## src/sv/multigrid_restrict_2d_defines.svh

```systemverilog
// Assertion macros for the 2D multigrid restriction block.
// Used by the top level only; depends on nothing else.
`ifndef MULTIGRID_RESTRICT_2D_DEFINES_SVH
`define MULTIGRID_RESTRICT_2D_DEFINES_SVH

// Same-cycle implication, disabled while reset is high.
`define MGR2D_ASSERT_IMPL(name, clk, rst, ante, cons) \
   name: assert property (@(posedge clk) disable iff (rst) (ante) |-> (cons)) \
      else $error("%m: check failed");

// Next-cycle implication, disabled while reset is high.
`define MGR2D_ASSERT_NEXT(name, clk, rst, ante, cons) \
   name: assert property (@(posedge clk) disable iff (rst) (ante) |=> (cons)) \
      else $error("%m: check failed");

`endif

```

## src/sv/mgr2d_pkg.sv

```systemverilog
// Shared types, sizes and helpers for the 2D multigrid restriction block.
// Used by every module of the block; depends on nothing.
package mgr2d_pkg;

   localparam int MAX_COARSE_WIDTH  = 512;
   localparam int MAX_COARSE_HEIGHT = 4096;
   localparam int SAMPLE_BITS       = 32;

   // Register field widths are fixed by the register map.
   localparam int WIDTH_REG_BITS  = 10;
   localparam int HEIGHT_REG_BITS = 13;
   localparam int CSR_INDEX_BITS  = 2;
   localparam int CSR_DATA_BITS   = 16;

   localparam logic [CSR_INDEX_BITS-1:0] CSR_COARSE_WIDTH  = 2'd0;
   localparam logic [CSR_INDEX_BITS-1:0] CSR_COARSE_HEIGHT = 2'd1;

   // Position counter widths follow from the largest grid.
   localparam int CW_M1_BITS = (MAX_COARSE_WIDTH > 1) ? $clog2(MAX_COARSE_WIDTH) : 1;
   localparam int COL_BITS   = CW_M1_BITS + 1;
   localparam int CH_M1_BITS = $clog2(MAX_COARSE_HEIGHT);
   localparam int ROW_BITS   = CH_M1_BITS + 1;
   localparam int LINE_DEPTH = 2 * MAX_COARSE_WIDTH;
   localparam int LINE_SLOTS = 3;

   localparam int RESET_COARSE   = 512;
   localparam int WIDTH_RESET_M1 =
      ((RESET_COARSE > MAX_COARSE_WIDTH) ? MAX_COARSE_WIDTH : RESET_COARSE) - 1;
   localparam int HEIGHT_RESET_M1 =
      ((RESET_COARSE > MAX_COARSE_HEIGHT) ? MAX_COARSE_HEIGHT : RESET_COARSE) - 1;

   // A vertical sum is eight samples wide, the full sum sixty-four.
   localparam int V_BITS     = SAMPLE_BITS + 3;
   localparam int H_BITS     = SAMPLE_BITS + 6;
   localparam int ROUND_BIAS = 32;
   localparam int FRAC_SHIFT = 6;

   localparam int MID_DEPTH    = 4;
   localparam int MID_PTR_BITS = $clog2(MID_DEPTH);
   localparam int MID_CNT_BITS = MID_PTR_BITS + 1;
   localparam int OUT_DEPTH    = 8;
   localparam int OUT_PTR_BITS = $clog2(OUT_DEPTH);
   localparam int OUT_CNT_BITS = OUT_PTR_BITS + 1;

   localparam logic [1:0] FIRST_SLOT = 2'd0;
   localparam logic [1:0] LAST_SLOT  = 2'd2;

   typedef logic signed [SAMPLE_BITS-1:0] sample_type;
   typedef logic signed [V_BITS-1:0]      vsum_type;
   typedef logic signed [H_BITS-1:0]      hsum_type;

   // One classified fine sample, handed from the front end to the back end.
   typedef struct packed {
      sample_type          sample;
      logic [COL_BITS-1:0] col;
      logic [1:0]          slot;
      logic                row_emit;
      logic                row_last;
      logic                row_far;
      logic                col_emit;
      logic                col_last;
      logic                col_far;
      logic                frame_end;
   } desc_type;

   typedef struct packed {
      sample_type sample;
      logic       row_end;
      logic       frame_end;
   } rsp_word_type;

   typedef struct packed {
      logic [COL_BITS-1:0] col;
      logic [ROW_BITS-1:0] row;
   } front_status_type;

   typedef struct packed {
      logic [OUT_CNT_BITS-1:0] out_count;
      logic [1:0]              inflight;
   } back_status_type;

   // Line buffer slot that holds the row before the one in slot s.
   function automatic logic [1:0] slot_prev(input logic [1:0] s);
      return (s == FIRST_SLOT) ? LAST_SLOT : s - 2'd1;
   endfunction

   function automatic logic [1:0] slot_next(input logic [1:0] s);
      return (s == LAST_SLOT) ? FIRST_SLOT : s + 2'd1;
   endfunction

endpackage

```

## src/sv/mgr2d_desc_fifo.sv

```systemverilog
// Short queue of classified words between the front end and the back end.
// Depends on mgr2d_pkg.
module mgr2d_desc_fifo import mgr2d_pkg::*; (
   input  logic                    clock,
   input  logic                    reset,
   input  logic                    push,
   input  desc_type                din,
   output logic                    full,
   input  logic                    pop,
   output desc_type                dout,
   output logic                    empty,
   output logic [MID_CNT_BITS-1:0] count
);

   desc_type                entry_ff [MID_DEPTH];
   logic [MID_PTR_BITS-1:0] wr_ptr_ff, wr_ptr_in;
   logic [MID_PTR_BITS-1:0] rd_ptr_ff, rd_ptr_in;
   logic [MID_CNT_BITS-1:0] count_ff, count_in;
   logic                    do_push, do_pop;

   assign full    = (count_ff == MID_CNT_BITS'(MID_DEPTH));
   assign empty   = (count_ff == '0);
   assign count   = count_ff;
   assign dout    = entry_ff[rd_ptr_ff];
   assign do_push = push && !full;
   assign do_pop  = pop && !empty;

   always_comb begin
      wr_ptr_in = do_push ? wr_ptr_ff + 1'b1 : wr_ptr_ff;
      rd_ptr_in = do_pop ? rd_ptr_ff + 1'b1 : rd_ptr_ff;
      count_in  = count_ff + MID_CNT_BITS'(do_push) - MID_CNT_BITS'(do_pop);
   end

   always_ff @(posedge clock) begin
      if (reset) begin
         wr_ptr_ff <= '0;
         rd_ptr_ff <= '0;
         count_ff  <= '0;
      end else begin
         wr_ptr_ff <= wr_ptr_in;
         rd_ptr_ff <= rd_ptr_in;
         count_ff  <= count_in;
      end
   end

   always_ff @(posedge clock) begin
      if (do_push) begin
         entry_ff[wr_ptr_ff] <= din;
      end
   end

endmodule

```

## config.mk

```make
export PLATFORM = sky130hd
export DESIGN_NAME = mgr2d_desc_fifo
export DESIGN_NICKNAME = d
export VERILOG_FILES = /design/src/sv/multigrid_restrict_2d_defines.svh /design/src/sv/mgr2d_pkg.sv /design/src/sv/mgr2d_desc_fifo.sv
export SDC_FILE = /design/constraint.sdc
export NUM_CORES = 1
export LEC_CHECK = 0
export BUFFER_PORTS_ARGS = -buffer_cell sky130_fd_sc_hd__buf_4
export CORE_MARGIN = 4
export CORE_UTILIZATION = 46
export CTS_CLUSTER_DIAMETER = 150
export CTS_CLUSTER_SIZE = 12
export DETAILED_ROUTE_END_ITERATION = 16
export GPL_TIMING_DRIVEN = 0
export PLACE_DENSITY = 0.67
export SLEW_MARGIN = 25
export SYNTH_ARGS = -nofsm -noshare
export SYNTH_HDL_FRONTEND = slang
export SYNTH_SLANG_ARGS = --single-unit
```

## constraint.sdc

```tcl
create_clock -name clock -period 4.14 [get_ports clock]
set_clock_uncertainty 0.1 [all_clocks]
set_input_delay 0.207 -clock clock [delete_from_list [all_inputs] [get_ports clock]]
set_output_delay 0.207 -clock clock [all_outputs]
set_load 0.02 [all_outputs]
```

Yosys cells after proc, flatten, opt, wreduce, memory -nomap -nowiden
Memories as Yosys holds them, arrays and structs flattened. A register that Yosys moved wholly into a read port is not among the register bits.
Cells that the tools add are included.

storage, ports and cells
  input port bits = 55
  memories kept = 1
  output and inout port bits = 56
  memory bits (writable) = 204
  bits in registers = 7

memories
  memory    depth  width  read ports  clocked after memory_dff  wr ports  line                   text
  entry_ff  4      51     1           1                         1         mgr2d_desc_fifo.sv:15  desc_type entry_ff [MID_DEPTH];

cells by class
  $add $sub $neg = 4
  muxes and demuxes = 4
  reductions and logical operators = 5
  eq/ne operators = 1

operator list
  operator             number
  $add 2x1->2 const B  2
  $mux 2               2
  $add 3x1->3          1
  $eq 3x3->1 const B   1
  $logic_not 3->1      1
  $sub 3x1->3          1
  $logic_and 1x1->1    2
  $logic_not 1->1      2
  $mux 1               2

Depth between registers and ports, before layout
  depth after elaboration = 5
  depth in mapped cells = 10
  depth with buffers taken out = 10

Least setup slack after synthesis
No wires, ideal clock.

  path type = register to register
  start = reg count_ff[1] (netlist: count[1])
  end = mem entry_ff[0][0] (netlist name) (enable)
  path slack = 1.390 ns
  period minus slack after synthesis = 2.750 ns
  buffers on the path = 0
  stages on the path, launching flop included = 4
  data arrival time = 2.236 ns
  setup time = 0.414 ns
  cells stage by stage = dfxtp_1 > nor3b_2 > nor2_1 > and2_1

on the way
  cells in the longest elaborated chain, start to end = 5

RTL lines
  item                          line                   text
  from (decl)                   mgr2d_desc_fifo.sv:18  logic [MID_CNT_BITS-1:0] count_ff, count_in;
  from (signal assigned)        mgr2d_desc_fifo.sv:42  count_ff <= count_in;
  $eq 3x3->1                    mgr2d_desc_fifo.sv:21  assign full = (count_ff == MID_CNT_BITS'(MID_DEPTH));
  via full                      mgr2d_desc_fifo.sv:8   output logic full,
  $logic_not 1->1               mgr2d_desc_fifo.sv:25  assign do_push = push && !full;
  $logic_and 1x1->1             mgr2d_desc_fifo.sv:25
  $mux 1                        mgr2d_desc_fifo.sv:47  if (do_push) begin
  $mux 1 (not written as such)  mgr2d_desc_fifo.sv:48  entry_ff[wr_ptr_ff] <= din;
  to (decl)                     mgr2d_desc_fifo.sv:15

The timed path passes the listed nets, and every way through them passes these cells.

Final worst setup path
  start = reg count_ff[1] (netlist: count[1])
  end = reg count_ff[2] (netlist: count[2])

on the way
  cells in the longest elaborated chain, start to end = 5

RTL lines
  item               line                   text
  $eq 3x3->1         mgr2d_desc_fifo.sv:21
  $logic_not 1->1    mgr2d_desc_fifo.sv:25
  $logic_and 1x1->1  mgr2d_desc_fifo.sv:25
  $add 3x1->3        mgr2d_desc_fifo.sv:31  count_in = count_ff + MID_CNT_BITS'(do_push) - MID_CNT_BITS'(do_pop);
  $sub 3x1->3 *      mgr2d_desc_fifo.sv:31

Mark *: on every way between the ends. The rest lies on a longest branch, timed or not.
A chain may end at the register's enable or synchronous reset.

==> impl_metrics.json <==
{
  "status": "completed",
  "fmax_ghz": 0.3915,
  "rsz0062_at_grt": "false",
  "wl_met3_um": 819,
  "start_util_pct": 47.30,
  "fin_crit_ns": 2.554,
  "drt-met1-wl_mm": 5.753,
  "crit_path_end_kind": "flip-flop",
  "synth_edf_count": 204,
  "drv_cap": 0,
  "grt.total_usage_pct": 14.57,
  "antenna_found_initial": 0,
  "hp-class": "primary input to flip-flop",
  "wl_per_cell_um": 19.12,
  "port_buffers": 109,
  "critPathKind": "flip-flop to flip-flop",
  "finalSetupViolCount": 0,
  "worstSkewPairLatency_ns": 0.48,
  "slew_viol_final": 0,
  "cp-start-kind": "flip-flop",
  "synth_area_leaders": "edfxtp_1 (78%), mux4_2 (14%), dfxtp_1 (2.3%)",
  "area_growth_syn_to_layout_pct": 28.68,
  "rows": 47,
  "core-area_um2": 16700,
  "drive_gt1_share_pct": 39.84,
  "rr_endpoint": "count[2]",
  "synthesis.area_um2": 7900,
  "synthDistinctLibCells": 26,
  "r2r_cells": 10,
  "powerDensity_nw_per_um2": 589.0,
  "antenna_cells": 0,
  "cts_buffers": 21,
  "grt_start_max_net_pins": 33,
  "seq_area_frac_synth_pct": 79.82,
  "ctsRootBufferMaster": "clkbuf_16",
  "drt_pass1_iterations": 4,
  "synth.avg_cell_area_um2": 24.84,
  "leakage_nw": 3.493,
  "dieArea_um2": 19330,
  "clk_pin_slew_ns": 0.06,
  "crit_arrival_ns": 2.81,
  "holdPathStages": 4,
  "holdPathEnd": "rd_ptr_ff[0]",
  "yosys.area.top_type": "edfxtp_1",
  "yosysTopAreaCellShare_pct": 77.54,
  "min_from": "pop",
  "synth.most_common_cell": "edfxtp_1",
  "slew_headroom_pct": 71.00,
  "num_vias": 3709,
  "synth_seq_cells": 213,
  "async_flop_share_pct": 0,
  "cts_max_level": 1,
  "worstReg2RegStart": "count[1]",
  "r2r_setup_slack_ns": 1.59,
  "drt_wl_total_mm": 13.99,
  "wl_met2_mm": 7.176,
  "synth_nets": 380,
  "crit_path_max_fanout": 6,
  "post_cts_resized": 0,
  "vias_per_cell": 5.067,
  "first_global_vias": 4156,
  "grt_pass1_wl_mm": 22.16,
  "cts_tree": "built",
  "drc": 0,
  "grt_overflow": 0,
  "worst_ir_drop_vdd_v": 0.0004835,
  "synthCells": 318,
  "yosys_warnings": 0,
  "worstMarginPinSlew_ns": 0.4334,
  "drt_iter0_drc": 128,
  "clk_path_buf_depth": 3,
  "postCtsSetupBuffers": 0,
  "final_nets": 568,
  "ant_nets": 0,
  "ios": 111,
  "die_x_um": 139.1,
  "synthTopCellsByCount": "edfxtp_1 (204), mux4_2 (50), dfxtp_1 (9)",
  "fin_crit_sh_pct": 61.69,
  "fin_setup_tns_ns": 0,
  "place_congestion": 0.6989,
  "n_fill_cell": 1209,
  "finalHoldViolations": 0,
  "dp.final_hpwl_mm": 8.502,
  "whs_ns": 0.02587,
  "die_h_um": 139.1,
  "cp.required_ns": 4.39,
  "synthFlopType": "edfxtp_1",
  "cts_sinks": 213,
  "maxUsedRoutingLayer": "met4"
}
## critical path: stages, from the launching register on
cell and delay [ns]:
dfxtp_1 0.49, nor3b_2 0.11, nor2_1 0.36, inv_1 0.09, ha_1 0.29, inv_1 0.04, ha_1 0.18, fa_1 0.38
xnor2_1 0.20, xnor2_1 0.14, nor2_1 0.05
## stage by stage
step	area (um^2)	total power [mW]	cells	setup slack, ns	util [%]
floorplan	7900	3.784	318	1.390	-
global placement	8994	4.385	647	0.4863	53.85
detailed placement	9084	4.426	651	1.607	54.39
CTS	10170	6.094	732	1.565	60.87
global route	10170	6.280	732	1.315	60.87
finish	10170	5.988	732	1.586	60.87
## state kept, by name, indices dropped and copies added, names as in the netlist, named ones only
signal	flops
count	3
entry_ff	204
rd_ptr_ff	2
wr_ptr_ff	2
## power breakdown
part / switching [mW] / internal [mW] / leakage, nW / total, mW
clock: 0.692 / 0.919 / 0.274 / 1.61
combinational: 0.862 / 0.864 / 1.28 / 1.73
sequential: 0.0616 / 2.59 / 1.94 / 2.65
total: 1.62 / 4.37 / 3.49 / 5.99
## layer usage
| metal | vias to the layer above | GRT usage (%) |
|---|---|---|
| met2 | 97 | 24.93 |
| li1 | 1706 | - |
| met1 | 1884 | 19.05 |
| met4 | 0 | 3.553 |
| met5 | - | 0 |
| met3 | 22 | 3.517 |
## cell usage in the layout (no fill, tap or decap)
master | Yosys | routed
edfxtp_1 | 204 | 204
buf_4 | 0 | 109
dlygate4sd3_1 | 0 | 52
mux4_2 | 50 | 50
clkbuf_16 | 0 | 21
buf_12 | 5 | 9
dfxtp_1 | 9 | 9
inv_1 | 8 | 8
clkbuf_1 | 1 | 7
ha_1 | 6 | 6
buf_2 | 5 | 5
nor2_1 | 4 | 4
and2_4 | 0 | 4
nor2b_1 | 2 | 2
o21ai_0 | 2 | 2
or3_1 | 2 | 2
a21oi_1 | 2 | 2
nand2b_1 | 2 | 2
xnor2_1 | 2 | 2
o31ai_2 | 1 | 1
buf_6 | 1 | 1
buf_1 | 1 | 1
nor3_2 | 1 | 1
nor3b_2 | 1 | 1
mux4_1 | 1 | 1
xor2_1 | 1 | 1
nand2_1 | 1 | 1
mux2i_1 | 1 | 1
fa_1 | 1 | 1
inv_6 | 0 | 1
clkinv_2 | 0 | 1
## worst max-delay path by stage
stage	startpoint	endpoint	slack, ns	cells past startpoint
6_report	count[1]	count[2]	1.59	10
5_1_grt	count[1]	count[2]	1.31	10
4_1_cts	count[1]	count[2]	1.57	10
3_5_place_dp	count[1]	count[2]	1.61	10
3_3_place_gp	count[1]	entry_ff[3][35]	0.49	3
2_1_floorplan	count[1]	entry_ff[0][0]	1.39	3
## logic make-up after synthesis
logic type,share of synthesized area (%)
XOR/XNOR,0.3327
multiplexers,14.71
buffers and inverters,2.201
flip-flops,79.82
adder cells (fa/ha/maj),1.204
AO/OA/AOI/OAI,0.4118
AND/OR/NAND/NOR,1.314
## area by class of cell
cell class / count / area (um^2) / area share [%]
tap: 220 / 275.3 / 2.708
inverter: 8 / 30.03 / 0.2954
sequential: 213 / 6306 / 62.03
buffer: 13 / 143.9 / 1.415
timing repair buffer: 165 / 1419 / 13.96
clock inverter: 2 / 13.76 / 0.1354
clock buffer: 27 / 548.0 / 5.391
multi-input combinational: 84 / 1430 / 14.07
## what timing repair did
item                       CTS  global route
hold endpoints to repair   205             0
hold buffers                52             0
setup endpoints to repair    0             0
(Power assumes the default switching activity.)
