$ cat src/sv/multigrid_restrict_2d_defines.svh
// Assertion macros for the 2D multigrid restriction block.
// Used by the top level only; depends on nothing else.
`ifndef MULTIGRID_RESTRICT_2D_DEFINES_SVH
`define MULTIGRID_RESTRICT_2D_DEFINES_SVH

// Same-cycle implication, disabled while reset is high.
`define MGR2D_ASSERT_IMPL(name, clk, rst, ante, cons) \
   name: assert property (@(posedge clk) disable iff (rst) (ante) |-> (cons)) \
      else $error("%m: check failed");

// Next-cycle implication, disabled while reset is high.
`define MGR2D_ASSERT_NEXT(name, clk, rst, ante, cons) \
   name: assert property (@(posedge clk) disable iff (rst) (ante) |=> (cons)) \
      else $error("%m: check failed");

`endif

$ cat src/sv/mgr2d_pkg.sv
// Shared types, sizes and helpers for the 2D multigrid restriction block.
// Used by every module of the block; depends on nothing.
package mgr2d_pkg;

   localparam int MAX_COARSE_WIDTH  = 512;
   localparam int MAX_COARSE_HEIGHT = 4096;
   localparam int SAMPLE_BITS       = 32;

   // Register field widths are fixed by the register map.
   localparam int WIDTH_REG_BITS  = 10;
   localparam int HEIGHT_REG_BITS = 13;
   localparam int CSR_INDEX_BITS  = 2;
   localparam int CSR_DATA_BITS   = 16;

   localparam logic [CSR_INDEX_BITS-1:0] CSR_COARSE_WIDTH  = 2'd0;
   localparam logic [CSR_INDEX_BITS-1:0] CSR_COARSE_HEIGHT = 2'd1;

   // Position counter widths follow from the largest grid.
   localparam int CW_M1_BITS = (MAX_COARSE_WIDTH > 1) ? $clog2(MAX_COARSE_WIDTH) : 1;
   localparam int COL_BITS   = CW_M1_BITS + 1;
   localparam int CH_M1_BITS = $clog2(MAX_COARSE_HEIGHT);
   localparam int ROW_BITS   = CH_M1_BITS + 1;
   localparam int LINE_DEPTH = 2 * MAX_COARSE_WIDTH;
   localparam int LINE_SLOTS = 3;

   localparam int RESET_COARSE   = 512;
   localparam int WIDTH_RESET_M1 =
      ((RESET_COARSE > MAX_COARSE_WIDTH) ? MAX_COARSE_WIDTH : RESET_COARSE) - 1;
   localparam int HEIGHT_RESET_M1 =
      ((RESET_COARSE > MAX_COARSE_HEIGHT) ? MAX_COARSE_HEIGHT : RESET_COARSE) - 1;

   // A vertical sum is eight samples wide, the full sum sixty-four.
   localparam int V_BITS     = SAMPLE_BITS + 3;
   localparam int H_BITS     = SAMPLE_BITS + 6;
   localparam int ROUND_BIAS = 32;
   localparam int FRAC_SHIFT = 6;

   localparam int MID_DEPTH    = 4;
   localparam int MID_PTR_BITS = $clog2(MID_DEPTH);
   localparam int MID_CNT_BITS = MID_PTR_BITS + 1;
   localparam int OUT_DEPTH    = 8;
   localparam int OUT_PTR_BITS = $clog2(OUT_DEPTH);
   localparam int OUT_CNT_BITS = OUT_PTR_BITS + 1;

   localparam logic [1:0] FIRST_SLOT = 2'd0;
   localparam logic [1:0] LAST_SLOT  = 2'd2;

   typedef logic signed [SAMPLE_BITS-1:0] sample_type;
   typedef logic signed [V_BITS-1:0]      vsum_type;
   typedef logic signed [H_BITS-1:0]      hsum_type;

   // One classified fine sample, handed from the front end to the back end.
   typedef struct packed {
      sample_type          sample;
      logic [COL_BITS-1:0] col;
      logic [1:0]          slot;
      logic                row_emit;
      logic                row_last;
      logic                row_far;
      logic                col_emit;
      logic                col_last;
      logic                col_far;
      logic                frame_end;
   } desc_type;

   typedef struct packed {
      sample_type sample;
      logic       row_end;
      logic       frame_end;
   } rsp_word_type;

   typedef struct packed {
      logic [COL_BITS-1:0] col;
      logic [ROW_BITS-1:0] row;
   } front_status_type;

   typedef struct packed {
      logic [OUT_CNT_BITS-1:0] out_count;
      logic [1:0]              inflight;
   } back_status_type;

   // Line buffer slot that holds the row before the one in slot s.
   function automatic logic [1:0] slot_prev(input logic [1:0] s);
      return (s == FIRST_SLOT) ? LAST_SLOT : s - 2'd1;
   endfunction

   function automatic logic [1:0] slot_next(input logic [1:0] s);
      return (s == LAST_SLOT) ? FIRST_SLOT : s + 2'd1;
   endfunction

endpackage

$ cat src/sv/mgr2d_front.sv
// Front end: configuration registers, fine grid position counters and
// classification of each accepted word. Depends on mgr2d_pkg.
module mgr2d_front import mgr2d_pkg::*; (
   input  logic                      clock,
   input  logic                      reset,
   input  logic                      req_push,
   input  sample_type                req_fine_sample,
   output logic                      req_full,
   input  logic                      csr_valid,
   input  logic [CSR_INDEX_BITS-1:0] csr_index,
   input  logic [CSR_DATA_BITS-1:0]  csr_wdata,
   output logic                      csr_ready,
   output logic                      desc_push,
   output desc_type                  desc,
   input  logic                      desc_full,
   output front_status_type          status
);

   logic [COL_BITS-1:0]       col_ff, col_in;
   logic [ROW_BITS-1:0]       row_ff, row_in;
   logic [1:0]                slot_ff, slot_in;
   logic [CW_M1_BITS-1:0]     width_m1_ff, width_m1_in;
   logic [CH_M1_BITS-1:0]     height_m1_ff, height_m1_in;
   logic [WIDTH_REG_BITS-1:0] wval;
   logic [HEIGHT_REG_BITS-1:0] hval;
   logic                      accept;
   logic                      restart;
   logic                      col_last, row_last;

   assign csr_ready = 1'b1;
   assign req_full  = desc_full;
   assign accept    = req_push && !desc_full;
   assign desc_push = accept;

   assign col_last = (col_ff == {width_m1_ff, 1'b1});
   assign row_last = (row_ff == {height_m1_ff, 1'b1});

   always_comb begin
      desc.sample    = req_fine_sample;
      desc.col       = col_ff;
      desc.slot      = slot_ff;
      desc.row_last  = row_last;
      desc.row_far   = (row_ff >= ROW_BITS'(3));
      desc.row_emit  = (!row_ff[0] && (row_ff[ROW_BITS-1:1] != '0)) || row_last;
      desc.col_last  = col_last;
      desc.col_far   = (col_ff >= COL_BITS'(3));
      desc.col_emit  = (!col_ff[0] && (col_ff[COL_BITS-1:1] != '0)) || col_last;
      desc.frame_end = col_last && row_last;
   end

   // Register writes clamp the size into range and restart the frame.
   always_comb begin
      wval         = csr_wdata[WIDTH_REG_BITS-1:0];
      hval         = csr_wdata[HEIGHT_REG_BITS-1:0];
      width_m1_in  = width_m1_ff;
      height_m1_in = height_m1_ff;
      restart      = 1'b0;
      if (csr_valid && csr_ready) begin
         unique case (csr_index)
            CSR_COARSE_WIDTH: begin
               restart = 1'b1;
               if (wval == '0) begin
                  width_m1_in = '0;
               end else if (32'(wval) > MAX_COARSE_WIDTH) begin
                  width_m1_in = CW_M1_BITS'(MAX_COARSE_WIDTH - 1);
               end else begin
                  width_m1_in = CW_M1_BITS'(wval - 1'b1);
               end
            end
            CSR_COARSE_HEIGHT: begin
               restart = 1'b1;
               if (hval == '0) begin
                  height_m1_in = '0;
               end else if (32'(hval) > MAX_COARSE_HEIGHT) begin
                  height_m1_in = CH_M1_BITS'(MAX_COARSE_HEIGHT - 1);
               end else begin
                  height_m1_in = CH_M1_BITS'(hval - 1'b1);
               end
            end
            default: begin
               restart = 1'b0;
            end
         endcase
      end
   end

   always_comb begin
      col_in  = col_ff;
      row_in  = row_ff;
      slot_in = slot_ff;
      if (restart) begin
         col_in  = '0;
         row_in  = '0;
         slot_in = FIRST_SLOT;
      end else if (accept) begin
         if (col_last) begin
            col_in = '0;
            if (row_last) begin
               row_in  = '0;
               slot_in = FIRST_SLOT;
            end else begin
               row_in  = row_ff + 1'b1;
               slot_in = slot_next(slot_ff);
            end
         end else begin
            col_in = col_ff + 1'b1;
         end
      end
   end

   always_ff @(posedge clock) begin
      if (reset) begin
         col_ff       <= '0;
         row_ff       <= '0;
         slot_ff      <= FIRST_SLOT;
         width_m1_ff  <= CW_M1_BITS'(WIDTH_RESET_M1);
         height_m1_ff <= CH_M1_BITS'(HEIGHT_RESET_M1);
      end else begin
         col_ff       <= col_in;
         row_ff       <= row_in;
         slot_ff      <= slot_in;
         width_m1_ff  <= width_m1_in;
         height_m1_ff <= height_m1_in;
      end
   end

   assign status.col = col_ff;
   assign status.row = row_ff;

endmodule

$ cat config.mk
export PLATFORM = sky130hd
export DESIGN_NAME = mgr2d_front
export DESIGN_NICKNAME = d
export VERILOG_FILES = /design/src/sv/multigrid_restrict_2d_defines.svh /design/src/sv/mgr2d_pkg.sv /design/src/sv/mgr2d_front.sv
export SDC_FILE = /design/constraint.sdc
export NUM_CORES = 1
export LEC_CHECK = 0
export BUFFER_PORTS_ARGS = -buffer_cell sky130_fd_sc_hd__clkbuf_2
export CORE_MARGIN = 5
export CORE_UTILIZATION = 45
export DETAILED_ROUTE_END_ITERATION = 16
export HOLD_SLACK_MARGIN = 0.08
export PLACE_DENSITY = 0.77
export REMOVE_ABC_BUFFERS = 1
export SYNTH_ARGS = -nofsm -noshare
export SYNTH_HDL_FRONTEND = slang
export SYNTH_SLANG_ARGS = --single-unit
$ cat constraint.sdc
create_clock -name clock -period 2.42 [get_ports clock]
set_input_delay 0.484 -clock clock [delete_from_list [all_inputs] [get_ports clock]]
set_output_delay 0.484 -clock clock [all_outputs]
set_load 0.02 [all_outputs]
# [After elaboration in Yosys (flattened, before gate mapping)]
# Index checks and enable logic that the tools add are counted.
[totals] memories=0 latch_bits=0 mem_bits_rw=0 mem_bits_ro=0 out_inout_bits=77 register_bits=46
[classes] div=0 n_mux=10 addsub=5 bitwise_logic=0 shift=0 n_lt_le_gt_ge=4 n_mul=0 n_reduce_logical=19 n_eq_ne=4
[op_table] cell="$mux 12" count=2
[op_table] cell="$mux 9" count=2
[op_table] cell="$add 13x1->13 const B" count=1
[op_table] cell="$eq 13x13->1" count=1
[op_table] cell="$ge 13x2->1 const B" count=1
[op_table] cell="$gt 13x13->1 const B" count=1
[op_table] cell="$logic_not 13->1" count=1
[op_table] cell="$mux 13" count=1
[op_table] cell="$reduce_bool 12->1" count=1
[op_table] cell="$sub 12x1->12 const B" count=1
[op_table] cell="$add 10x1->10 const B" count=1
[op_table] cell="$eq 10x10->1" count=1
[op_table] cell="$ge 10x2->1 const B" count=1
[op_table] cell="$gt 10x10->1 const B" count=1
[op_table] cell="$logic_not 10->1" count=1
[op_table] cell="$mux 10" count=1
[op_table] cell="$reduce_bool 9->1" count=1
[op_table] cell="$sub 9x1->9 const B" count=1
[op_table] cell="$reduce_and 2->1" count=3
[op_table] cell="$logic_and 1x1->1" count=4
[op_table] cell="$mux 2" count=2
[op_table] cell="$reduce_or 2->1" count=2
[op_table] cell="$logic_not 1->1" count=3
[op_table] cell="$add 2x1->2 const B" count=1
[op_table] cell="5 further kinds" count=7

# [Depth between registers and ports, before layout]
# Gate-level depths: netlist (run 1).
[depth] ltp_word=5 mapped_depth=8

# [Worst setup path after synthesis (run 1)]
# OpenSTA, ideal clock, no wires.
[synth_path] path_type="reg2out" start="register row_ff[10]" end="output port desc[0] (netlist name)" path_stages_with_launch=7 required_ns=1.936 path_buffers=2 slack_ns=0.156 arrival_time_ns=1.780 path_cell_list="dfxtp_1 -> clkbuf_1 -> xnor2_1 -> nand4_1 -> nor4_4 -> buf_2 -> and2_1"
[synth_lines] item="start, declared" line="mgr2d_front.sv:20" source="logic [ROW_BITS-1:0] row_ff, row_in;"
[synth_lines] item="start signal, assigned" line="mgr2d_front.sv:120" source="row_ff <= row_in;"
[synth_lines] item="end, declared" line="mgr2d_front.sv:14" source="output desc_type desc,"

==> summary.md, run 1 <==
| Metric | Value |
|---|---|
| I/O pins | between 100 and 150 |
| Power Internal | approximately 1.1 mW |
| Delay-heaviest family, CP | simple AND/OR/NAND/NOR gates |
| GRT Util Overall | 18.6% |
| Longest Clk Path Bufs | 2 |
| CP bufs+invs | 2 |
| Final core occ | 49.6% |
| Die area | about 8400 sq um |
| Drt drc | 0 |
| Worst Path Max Fanout | 8 |
| Clock Root Buffer | clkbuf_8 |
| Final setup fails | 0 |
| Yosys top cell area share | around 31% |
| Hold Path Sink | height_m1_ff[9] |
| Slowest cell on crit path | dfxtp_1 |
| Slew Limit Fails | 0 |
| Hold WC Path Type | reg2reg |
| R2R Setup Slk | approximately 0.44 ns |
| Final Hold Slack | around 0.48 ns |
| Worst-Margin Slew | around 0.53 ns |
| Post-route ant nets | 0 |
| WS Path Type | reg2out |
| H-tree depth | 2 |
| Largest net degree at the start of global routing | 22 |
| Vias in the first global route | 2402 |
| Tmin final | roughly 2.3 ns |
| Hold wc startpoint | height_m1_ff[9] |
| Routed WL | slightly below 8000 microns |
| Crit Reg-Reg Endpoint | row_ff[12] |
| Synthesized area | 3020 sq um |
| Layout cells sized above 1 | 27.2% |
| Fmax | about 0.43 GHz |
| FF-to-FF Start | row_ff[0] |
| CP endpoint kind | output pin |
| Clock share of power | between 30% and 40% |
| Nets | 448 |
| Clk_skew | roughly 0.0080 ns |
| Synth Area in Adders | between 1.5 and 2% |
| Routed met2 length | 3260 microns |
| Yosys warning count | 0 |
| Clock transition at the registers of the reported paths | around 0.08 ns |
| DRT met1 WL | around 3800 microns |
| Leading cell types in the layout, fill and taps excluded | 63 x clkbuf_2, 45 x dfxtp_1, 30 x a21oi_1 |
| Number of buffers added on ports | between 60 and 70 |
| Max Used Layer | met5 |
| Non-Filler Instances | about 470 |
| DR iter-0 viols | roughly 110 |
| Initial core utilization | a little under half |
| Clk Latency, worst-skew pair | between 0.2 and 0.3 ns |
| Max cap viols | 0 |
| Post-route cell area | ~3200 sq um |
| Remaining global-route overflow | 0 |
| Die width | a little over 90 microns |
| Switching share of total power | about a quarter |
| TritonCTS clock tree | yes |
| Core box area | about 6400 sq um |
| Status | complete, no violations |
| Number of cell rows | 29 |
| Logic pwr share | a little under an eighth |
| CP max stage delay | between 0.4 and 0.5 ns |
| Via count | around 2500 |
| Power Density | 453 nW/um^2 |
| HPWL after DPL | 6220 microns |
| Clk sinks | between 40 and 50 |
| CP Cell Sequence | xnor2_1 > nand3_1 > nor4_4 > buf_4 > clkbuf_2 |
| Post-Synth Simple-Gate Area | approximately a fifth |
| Biggest area consumer among synthesized cells | dfxtp_1 |
| Global-route wire length before repair | around 13000 microns |
| Sum Neg Setup Slack | 0 ns |
| Post-synth EDFFs | 0 |
| Met3 wire length | roughly 750 microns |
| DR vias/cell | ~5.4 |
| Cell count after synthesis | roughly 370 |
| Synth async-reset ratio | 0% |
| CP Launch Type | flip-flop |
| Top post-synthesis cells by area | dfxtp_1 31%, buf_4 12%, xnor2_1 7.0% |
| Synth unique cells | 48 |
| Critical path arrival | around 1.8 ns |
| Most common cell after layout, fill and taps aside | clkbuf_2 |
| Layout area overhead | 5.64% |
| DP Cell Count | 458 |
| Reg2Reg Depth | 7 |
| Worst slew margin | around two thirds |
| Final period util | 95.7% |
| Mapped Avg Cell Area | a little over 8 sq um |
| Worst Path Required | 1.94 ns |
| RSZ-0062 raised after global routing | no |
| Endpoints failing hold | 0 |
| Antenna diodes | 0 |
| Placer Congestion | slightly below 0.9 |
| Initial antenna violation count | 0 |
| VDD IR max | 260 uV |
| Fraction of power consumed by sequential logic | 54.9% |
| Mux share of post-synthesis cell area | 0% |
| Num CTS Buffers | 5 |
| Cts hold-fix bufs | 0 |
| Pre-antenna DRT Iters | 4 |
| Largest family of logic cells by synthesized area | simple AND/OR/NAND/NOR gates |
| Placed Area | ~3100 sq um |
| Psw | roughly 0.37 mW |
| Die H | slightly above 90 microns |
| #FFs+latches synth | 46 |
| Register area share after synthesis | 30.5% |
| Pleak | 1.31 nW |
| Routed wire per std cell | between 15 and 20 microns |
| Synth Area in XOR/XNOR | between 10% and 20% |
| Hold path depth | 2 |
| Synth Area in Compound Gates | roughly 19% |
| Top FF cell, synth | dfxtp_1 |
[registers in the layout, indices dropped and copies added, names as in the netlist]
signal and cells:
col_ff 10, row_ff 13, width_m1_ff 9, slot_ff 2, height_m1_ff 12
[metal layers]
| layer | GRT usage [%] | vias to the layer above |
|---|---|---|
| met2 | 24.6 | 95 |
| li1 | - | 1264 |
| met1 | 26.2 | 1173 |
| met3 | 9.08 | 6 |
| met4 | 4.58 | 2 |
| met5 | 5.36 | - |
[synth_stat cells (4+ instances only)]
master / n
a211o_1: 6
a21oi_1: 30
and3_1: 5
buf_4: 47
buf_6: 4
clkbuf_1: 12
dfxtp_1: 46
ha_1: 4
inv_1: 13
nand2_1: 18
nand3_1: 11
nand4_1: 5
nor2_1: 28
nor3_1: 11
nor3b_1: 4
nor4_1: 4
o21ai_0: 20
o21ai_1: 7
o31ai_1: 12
xnor2_1: 24
xor2_1: 15
[stage by stage]
stage / power [mW] / setup WS, ns
detailed placement: 0.976 / 0.259
CTS: 1.45 / 0.0111
finish: 1.44 / 0.104
global placement: 0.971 / 0.323
global route: 1.51 / 0.00565
floorplan: 0.910 / 0.0670
[worst max path at each step]
| stage | startpoint | end | slack, ns | cells after the start |
|---|---|---|---|---|
| 2_1_floorplan | row_ff[1] | desc[0] | 0.07 | 4 |
| 3_3_place_gp | csr_wdata[3] | height_m1_ff[4] | 0.32 | 8 |
| 3_5_place_dp | csr_wdata[3] | height_m1_ff[4] | 0.26 | 8 |
| 4_1_cts | row_ff[5] | desc[6] | 0.01 | 5 |
| 5_1_grt | row_ff[7] | desc[6] | 0.006 | 5 |
| 6_report | row_ff[7] | desc[5] | 0.10 | 5 |
[final cells by class]
type,instances,area (sq um)
multi-input combinational,244,1590
clock buffer,6,82.6
clock inverter,2,12.5
inverter,13,48.8
sequential,46,922
timing repair buffer,79,435
tap,77,96.3
fill,612,3240
[power groups by stage]
stage	Sequential [mW]	Combinational (mW)	Clock, mW
after floorplan	0.809	0.101	0
after global placement	0.809	0.162	0
after detailed placement	0.810	0.166	0
after CTS	0.792	0.167	0.495
after global routing	0.795	0.186	0.533
final	0.792	0.166	0.485
[cell families after synthesis]
| kind of cell | count (synthesis) |
|---|---|
| other | 1 |
| AND/OR/NAND/NOR | 110 |
| AO/OA/AOI/OAI | 89 |
| adder cells (fa/ha/maj) | 4 |
| flip-flops | 46 |
| XOR/XNOR | 40 |
| buffers and inverters | 79 |
[tightest hold or removal path, stage by stage (launching register included)]
cell	delay, ns
dfxtp_1	0.33
nand2_1	0.06
a21oi_1	0.05
[repair_timing]
item | CTS | global route
setup buffers | 0 | 1
pin swaps | 1 | 1
endpoints found under the hold margin | 0 | 0
cloned | 0 | 0
gates resized for setup | 0 | 1
setup endpoints to repair | 1 | 2
(Power assumes the default switching activity.)
==> run 2, diff against run 1 <==
- ABC_AREA: unset -> 1
- PLACE_DENSITY: 0.77 -> 0.74
==> summary.md, run 2 <==
| Metric | Value |
|---|---|
| Global-route wire length before repair | 15400 microns (+23%) |
| Worst slew margin | 61.3% (-3.4 points) |
| VDD IR max | 246 uV (-5.2%) |
| HPWL after DPL | 7820 microns (+26%) |
| Core box area | 7690 sq um (+20%) |
| Fmax | 0.445 GHz (+3.0%) |
| Final Hold Slack | 0.496 ns (+0.0187 ns) |
| Most common cell after layout, fill and taps aside | nand2_1 |
| Pleak | 1.83 nW (+39%) |
| Routed WL | 9470 microns (+20%) |
| Critical path arrival | 1.76 ns (-0.07 ns) |
| Slowest cell on crit path | dfxtp_1 |
| DR vias/cell | 4.85 (-11%) |
| Final core occ | 48.1% (-1.5 points) |
| Number of buffers added on ports | 63 (unchanged) |
| Worst Slack Setup Final | 0.171 ns (+0.0677 ns) |
| Commonest cells post-synth | 202 x nand2_1, 71 x inv_1, 70 x nor2_1, 47 x buf_4, 46 x dfxtp_1 |
| Post-synth EDFFs | 0 (unchanged) |
| CP max stage delay | 0.54 ns (+0.05 ns) |
| Clk sinks | 46 (unchanged) |
| Tmin final | 2.25 ns (-0.0677 ns) |
| Top FF cell, synth | dfxtp_1 |
| Delay-heaviest family, CP | simple AND/OR/NAND/NOR gates |
| Nets | 663 (+48%) |
| Power Density | 401 nW/um^2 (-11%) |
| Slew Limit Fails | 0 (unchanged) |
| Yosys top cell area share | 26.1% (-4.4 points) |
| Clk Latency, worst-skew pair | 0.31 ns (+0.02 ns) |
| Worst Path Max Fanout | 8 (unchanged) |
| Endpoints failing hold | 0 (unchanged) |
| Final setup fails | 0 (unchanged) |
| I/O pins | 132 (unchanged) |
| Cts hold-fix bufs | 0 (unchanged) |
| Synth unique cells | 36 (-25%) |
| Layout cells sized above 1 | 16.9% (-10 points) |
| Max cap viols | 0 (unchanged) |
| Biggest area consumer among synthesized cells | dfxtp_1 |
| Register area share after synthesis | 26.1% (-4.4 points) |
| Routed wire per std cell | 13.4 microns (-21%) |
| H-tree depth | 2 (unchanged) |
| Number of cell rows | 32 (+10%) |
| Via count | 3426 (+35%) |
| Synthesized area | 3520 sq um (+17%) |
| Yosys warning count | 0 (unchanged) |
| Pre-antenna DRT Iters | 4 (unchanged) |
| Leading cell types in the layout, fill and taps excluded | 202 x nand2_1, 71 x inv_1, 70 x nor2_1 |
| Antenna diodes | 0 (unchanged) |
| Clock Root Buffer | clkbuf_8 |
| Final period util | 92.9% (-2.8 points) |
| Synth async-reset ratio | 0% (unchanged) |
| TritonCTS clock tree | yes |
| Initial core utilization | 45.8% (-1.1 points) |
| Clk_skew | 0.0152 ns (+0.00725 ns) |
| Remaining global-route overflow | 0 (unchanged) |
| Mapped Avg Cell Area | 6.02 sq um (-26%) |
| Drt drc | 0 (unchanged) |
| Die width | 98.5 microns (+7.2%) |
| Post-route ant nets | 0 (unchanged) |
| Vias in the first global route | 3066 (+28%) |
| CP Cell Sequence | inv_1 > nand2_1 > nand2_1 > nor2_1 > nand4_1 > nor2_1 > clkbuf_2 |
| Post-route cell area | 3700 sq um (+16%) |
| CP endpoint kind | output pin |
| #FFs+latches synth | 46 (unchanged) |
| Die area | 9700 sq um (+15%) |
| Placed Area | 3570 sq um (+16%) |
| Die H | 98.5 microns (+7.2%) |
| GRT Util Overall | 19.5% (+0.99 points) |
| Cell count after synthesis | 585 (+59%) |
| Met3 wire length | 995 microns (+33%) |
| DR iter-0 viols | 157 (+47%) |
| Layout area overhead | 4.97% |
| Num CTS Buffers | 5 (unchanged) |
| CP bufs+invs | 2 (unchanged) |
| Top post-synthesis cells by area | dfxtp_1 26%, nand2_1 22%, buf_4 10% |
| Biggest register | row_ff |
| Hold WC Path Type | reg2reg |
| Routed met2 length | 3720 microns (+14%) |
| RSZ-0062 raised after global routing | no |
| Most frequent cell after synthesis | nand2_1 |
| WS Path Type | reg2out |
| Max reg flops | 13 (unchanged) |
| Placer Congestion | 0.938 (+8.2%) |
| Fillcell total | 833 (+36%) |
| Longest Clk Path Bufs | 2 (unchanged) |
| DRT met1 WL | 4610 microns (+21%) |
| Largest net degree at the start of global routing | 20 (-9.1%) |
| Max Used Layer | met5 |
| Worst Path Required | 1.94 ns (about the same) |
| CP Launch Type | flip-flop |
| Clock transition at the registers of the reported paths | 0.09 ns (about the same) |
| Biggest registers after layout | row_ff x13, height_m1_ff x12, col_ff x10 |
| Status | complete, no violations |
| Worst-Margin Slew | 0.578 ns (+0.0481 ns) |
| Sum Neg Setup Slack | 0 ns (unchanged) |
| Initial antenna violation count | 0 (unchanged) |
| Place WS | 0.285 ns (+0.0268 ns) |
| R2R Setup Slk | 0.63 ns (+0.19 ns) |
-- run 2: cell count changes in the layout (fill, tap and decap cells not counted), moves of 11 or more --
cell	previous run	this run
buf_4	16	3
a21oi_1	30	16
nand2_1	18	202
o31ai_1	12	0
xnor2_1	24	2
inv_1	13	71
nand3_1	11	24
o21ai_0	20	9
nor2_1	28	70
-- run 2: area by class of cell --
cell class | count | area (sq um) | area share [%]
clock inverter | 3 | 26.3 | 0.710
inverter | 80 | 300 | 8.12
clock buffer | 5 | 68.8 | 1.86
sequential | 46 | 932 | 25.2
timing repair buffer | 66 | 338 | 9.13
tap | 102 | 128 | 3.45
multi-input combinational | 405 | 1910 | 51.5
-- run 2: cell families after synthesis --
group | after synthesis | synth area share (%)
other | 1 | 0.106
XOR/XNOR | 19 | 4.72
adder cells (fa/ha/maj) | 4 | 1.42
flip-flops | 46 | 26.1
AND/OR/NAND/NOR | 335 | 40.1
AO/OA/AOI/OAI | 46 | 7.46
buffers and inverters | 134 | 20.1
-- run 2: timing repair --
action | in CTS | in global routing
cloned | 0 | 0
endpoints found under the setup margin | 1 | 2
gates resized for setup | 4 | 7
endpoints found under the hold margin | 0 | 0
pin swaps | 0 | 1
setup buffers | 0 | 1
-- run 2: worst paths after layout --
check | cells past startpoint | end | startpoint
hold reg to reg | 2 | height_m1_ff[10] | height_m1_ff[10]
hold / removal | 2 | height_m1_ff[10] | height_m1_ff[10]
setup / recovery | 7 | desc[5] | row_ff[4]
setup reg to reg | 9 | row_ff[12] | row_ff[0]
-- run 2: routing by layer --
| layer | vias to the layer above | GRT usage, % |
|---|---|---|
| li1 | 1809 | - |
| met1 | 1474 | 27.7 |
| met2 | 131 | 26.2 |
| met3 | 10 | 9.20 |
| met4 | 2 | 4.62 |
| met5 | - | 5.13 |
-- run 2: tightest hold or removal path: stages, from the launching register on --
cell and delay [ns]:
dfxtp_1 0.33, nand2_1 0.07, a21oi_1 0.06
-- run 2: power breakdown --
group | leakage (nW) | switching (mW) | internal (mW) | total (mW)
Combinational | 1.40 | 0.123 | 0.0633 | 0.186
Clock | 0.0495 | 0.290 | 0.215 | 0.504
Sequential | 0.378 | 0.0174 | 0.775 | 0.792
Total | 1.83 | 0.430 | 1.05 | 1.48
-- run 2: metrics by stage --
stage                     power (mW)  instances
after floorplan                0.929        531
after global placement         0.992        698
after detailed placement       0.996        698
after CTS                       1.50        706
after global routing            1.56        707
final                           1.48        707
==> run 3, diff against run 2 <==
- CELL_PAD_IN_SITES_DETAIL_PLACEMENT: unset -> 0
- CELL_PAD_IN_SITES_GLOBAL_PLACEMENT: unset -> 1
- CORE_UTILIZATION: 45 -> 33
- PLACE_DENSITY: 0.74 -> unset
- PLACE_DENSITY_LB_ADDON: unset -> 0.1
- clock period: 2.42 -> 2.2 ns (I/O delays scaled with it)
==> summary.md, run 3 (synthesis gave the netlist of run 2 again) <==
| Metric | Value |
|---|---|
| Status | complete, no violations |
| Number of buffers added on ports | 63 (unchanged) |
| Non-Filler Instances | 751 (+6.2%) |
| Hold Path Sink | height_m1_ff[4] |
| CP endpoint kind | output pin |
| Hold wc startpoint | reset |
| VDD IR max | 196 uV (-20%) |
| M3 GR Usage | 7.81% (-1.4 points) |
| H-tree depth | 2 (unchanged) |
| Nets | 674 (+1.7%) |
| Critical path arrival | 1.65 ns (-0.11 ns) |
| Worst Path Required | 1.76 ns (-0.18 ns) |
| Number of cell rows | 37 (+16%) |
| Drt drc | 0 (unchanged) |
| Pleak | 1.89 nW (+3.2%) |
| Post-route ant nets | 0 (unchanged) |
| I/O pins | 132 (unchanged) |
| Longest Clk Path Bufs | 2 (unchanged) |
| CP bufs+invs | 3 (+1) |
| Hold path depth | 3 (+1) |
| CP Launch Type | flip-flop |
| Placer Congestion | 0.822 (-12%) |
| Leading cell types in the layout, fill and taps excluded | 200 x nand2_1, 71 x inv_1, 68 x nor2_1 |
| Pre-antenna DRT Iters | 4 (unchanged) |
| Fmax | around 0.48 GHz |
| R2R Setup Slk | 0.49 ns (-0.14 ns) |
| Worst Path Max Fanout | 6 (-2) |
| Biggest registers after layout | row_ff x13, height_m1_ff x12, col_ff x10 |
| Die H | 113 microns (+15%) |
| Post-route cell area | 3860 sq um (+4.4%) |
| Hold WC Path Type | in2reg |
| Layout cells sized above 1 | 21.0% (+4.1 points) |
| Final setup fails | 0 (unchanged) |
| Die width | 113 microns (+15%) |
| Tmin final | roughly 2.1 ns |
| DR vias/cell | 4.64 (-4.3%) |
| WS Path Type | reg2out |
| Routed WL | 10900 microns (+16%) |
| Clk Latency, worst-skew pair | 0.30 ns (about the same) |
| Core box area | 10400 sq um (+35%) |
| Delay-heaviest family, CP | simple AND/OR/NAND/NOR gates |
| Initial antenna violation count | 0 (unchanged) |
| Final core occ | 37.2% (-11 points) |
| Num CTS Buffers | 5 (unchanged) |
| TritonCTS clock tree | yes |
| Vias in the first global route | 3399 (+11%) |
| Die area | 12800 sq um (+32%) |
| Via count | 3484 (+1.7%) |
| Power Density | 411 nW/um^2 (+2.5%) |
| Initial core utilization | 34.0% (-12 points) |
| Layout area overhead | 9.62% |
| FF-to-FF Start | row_ff[0] |
| Placed Area | 3680 sq um (+2.9%) |
| Global-route wire length before repair | 17700 microns (+15%) |
| Clock Root Buffer | clkbuf_8 |
| CP max stage delay | 0.38 ns (-0.16 ns) |
| Endpoints failing hold | 0 (unchanged) |
| Most used routing layer | met2 |
| Clk sinks | 46 (unchanged) |
| GRT met2 Usage | 26.2% (+0.028 points) |
| Most common cell after layout, fill and taps aside | nand2_1 |
| GRT Util Overall | 17.4% (-2.2 points) |
| Routed wire per std cell | 14.6 microns (+8.7%) |
| Max reg flops | 13 (unchanged) |
| Reg2Reg Depth | 9 (unchanged) |
| Largest net degree at the start of global routing | 20 (unchanged) |
| Slowest cell on crit path | dfxtp_4 |
| Max cap viols | 0 (unchanged) |
| Slew Limit Fails | 0 (unchanged) |
| Antenna diodes | 0 (unchanged) |
| DP Cell Count | 740 (+6.0%) |
| Crit Reg-Reg Endpoint | row_ff[12] |
| Clk_skew | 0.0124 ns (-0.00287 ns) |
| Final period util | 94.8% |
| HPWL after DPL | 8960 microns (+15%) |
| Biggest register | row_ff |
| Met1 usage | 22.8% (-5.0 points) |
| Sum Neg Setup Slack | 0 ns (unchanged) |
| Clock transition at the registers of the reported paths | 0.09 ns (about the same) |
| CP Cell Sequence | inv_1 > nand2_1 > nand2_1 > nor2_1 > nand3_2 > nor2_2 > inv_1 > nor3_2 > buf_4 |
| DR iter-0 viols | 185 (+18%) |
| Remaining global-route overflow | 0 (unchanged) |
## run 3: final cells by class
class                      count  area [sq um]
fill                        1216          6510
multi-input combinational    405          1930
sequential                    46           966
timing repair buffer          77           423
inverter                      80           300
tap                          136           170
clock buffer                   7          76.3
## run 3: layer usage
metal,part of all wire (%),vias up
met3,10,12
li1,-,1825
met5,0.71,-
met2,42,122
met4,1.0,4
met1,46,1521
## run 3: metrics by stage
step / hold WS (ns) / setup WS, ns / power, mW
finish: 0.449 / 0.115 / 1.59
global route: 0.468 / -0.00383 / 1.68
CTS: 0.455 / 0.0448 / 1.62
detailed placement: 0.486 / 0.132 / 1.11
global placement: 0.485 / 0.144 / 1.11
floorplan: 0.451 / -0.154 / 1.02
## run 3: worst max path at each step
stage | start | depth (start not counted) | endpoint
final | col_ff[1] | 9 | desc[0]
after global routing | col_ff[1] | 9 | desc[0]
after CTS | row_ff[6] | 6 | desc[0]
after detailed placement | csr_wdata[0] | 10 | height_m1_ff[5]
after global placement | csr_wdata[0] | 10 | height_m1_ff[6]
after floorplan | col_ff[1] | 8 | desc[0]
## run 3: what timing repair did
| action | in CTS | in global routing |
|---|---|---|
| endpoints found under the setup margin | 1 | 5 |
| pin swaps | 0 | 3 |
| buffers inserted | 0 | 4 |
| hold endpoints to repair | 0 | 0 |
| resized for setup | 17 | 22 |
| hold buffers | 0 | 0 |
## run 3: worst min-delay path, stage by stage
cell and delay, ns:
clkbuf_2 0.10, inv_1 0.08, o211ai_1 0.09
## run 3: power by group
group / switching [mW] / internal (mW)
sequential: 0.0186 / 0.844
clock: 0.291 / 0.220
combinational: 0.141 / 0.0732
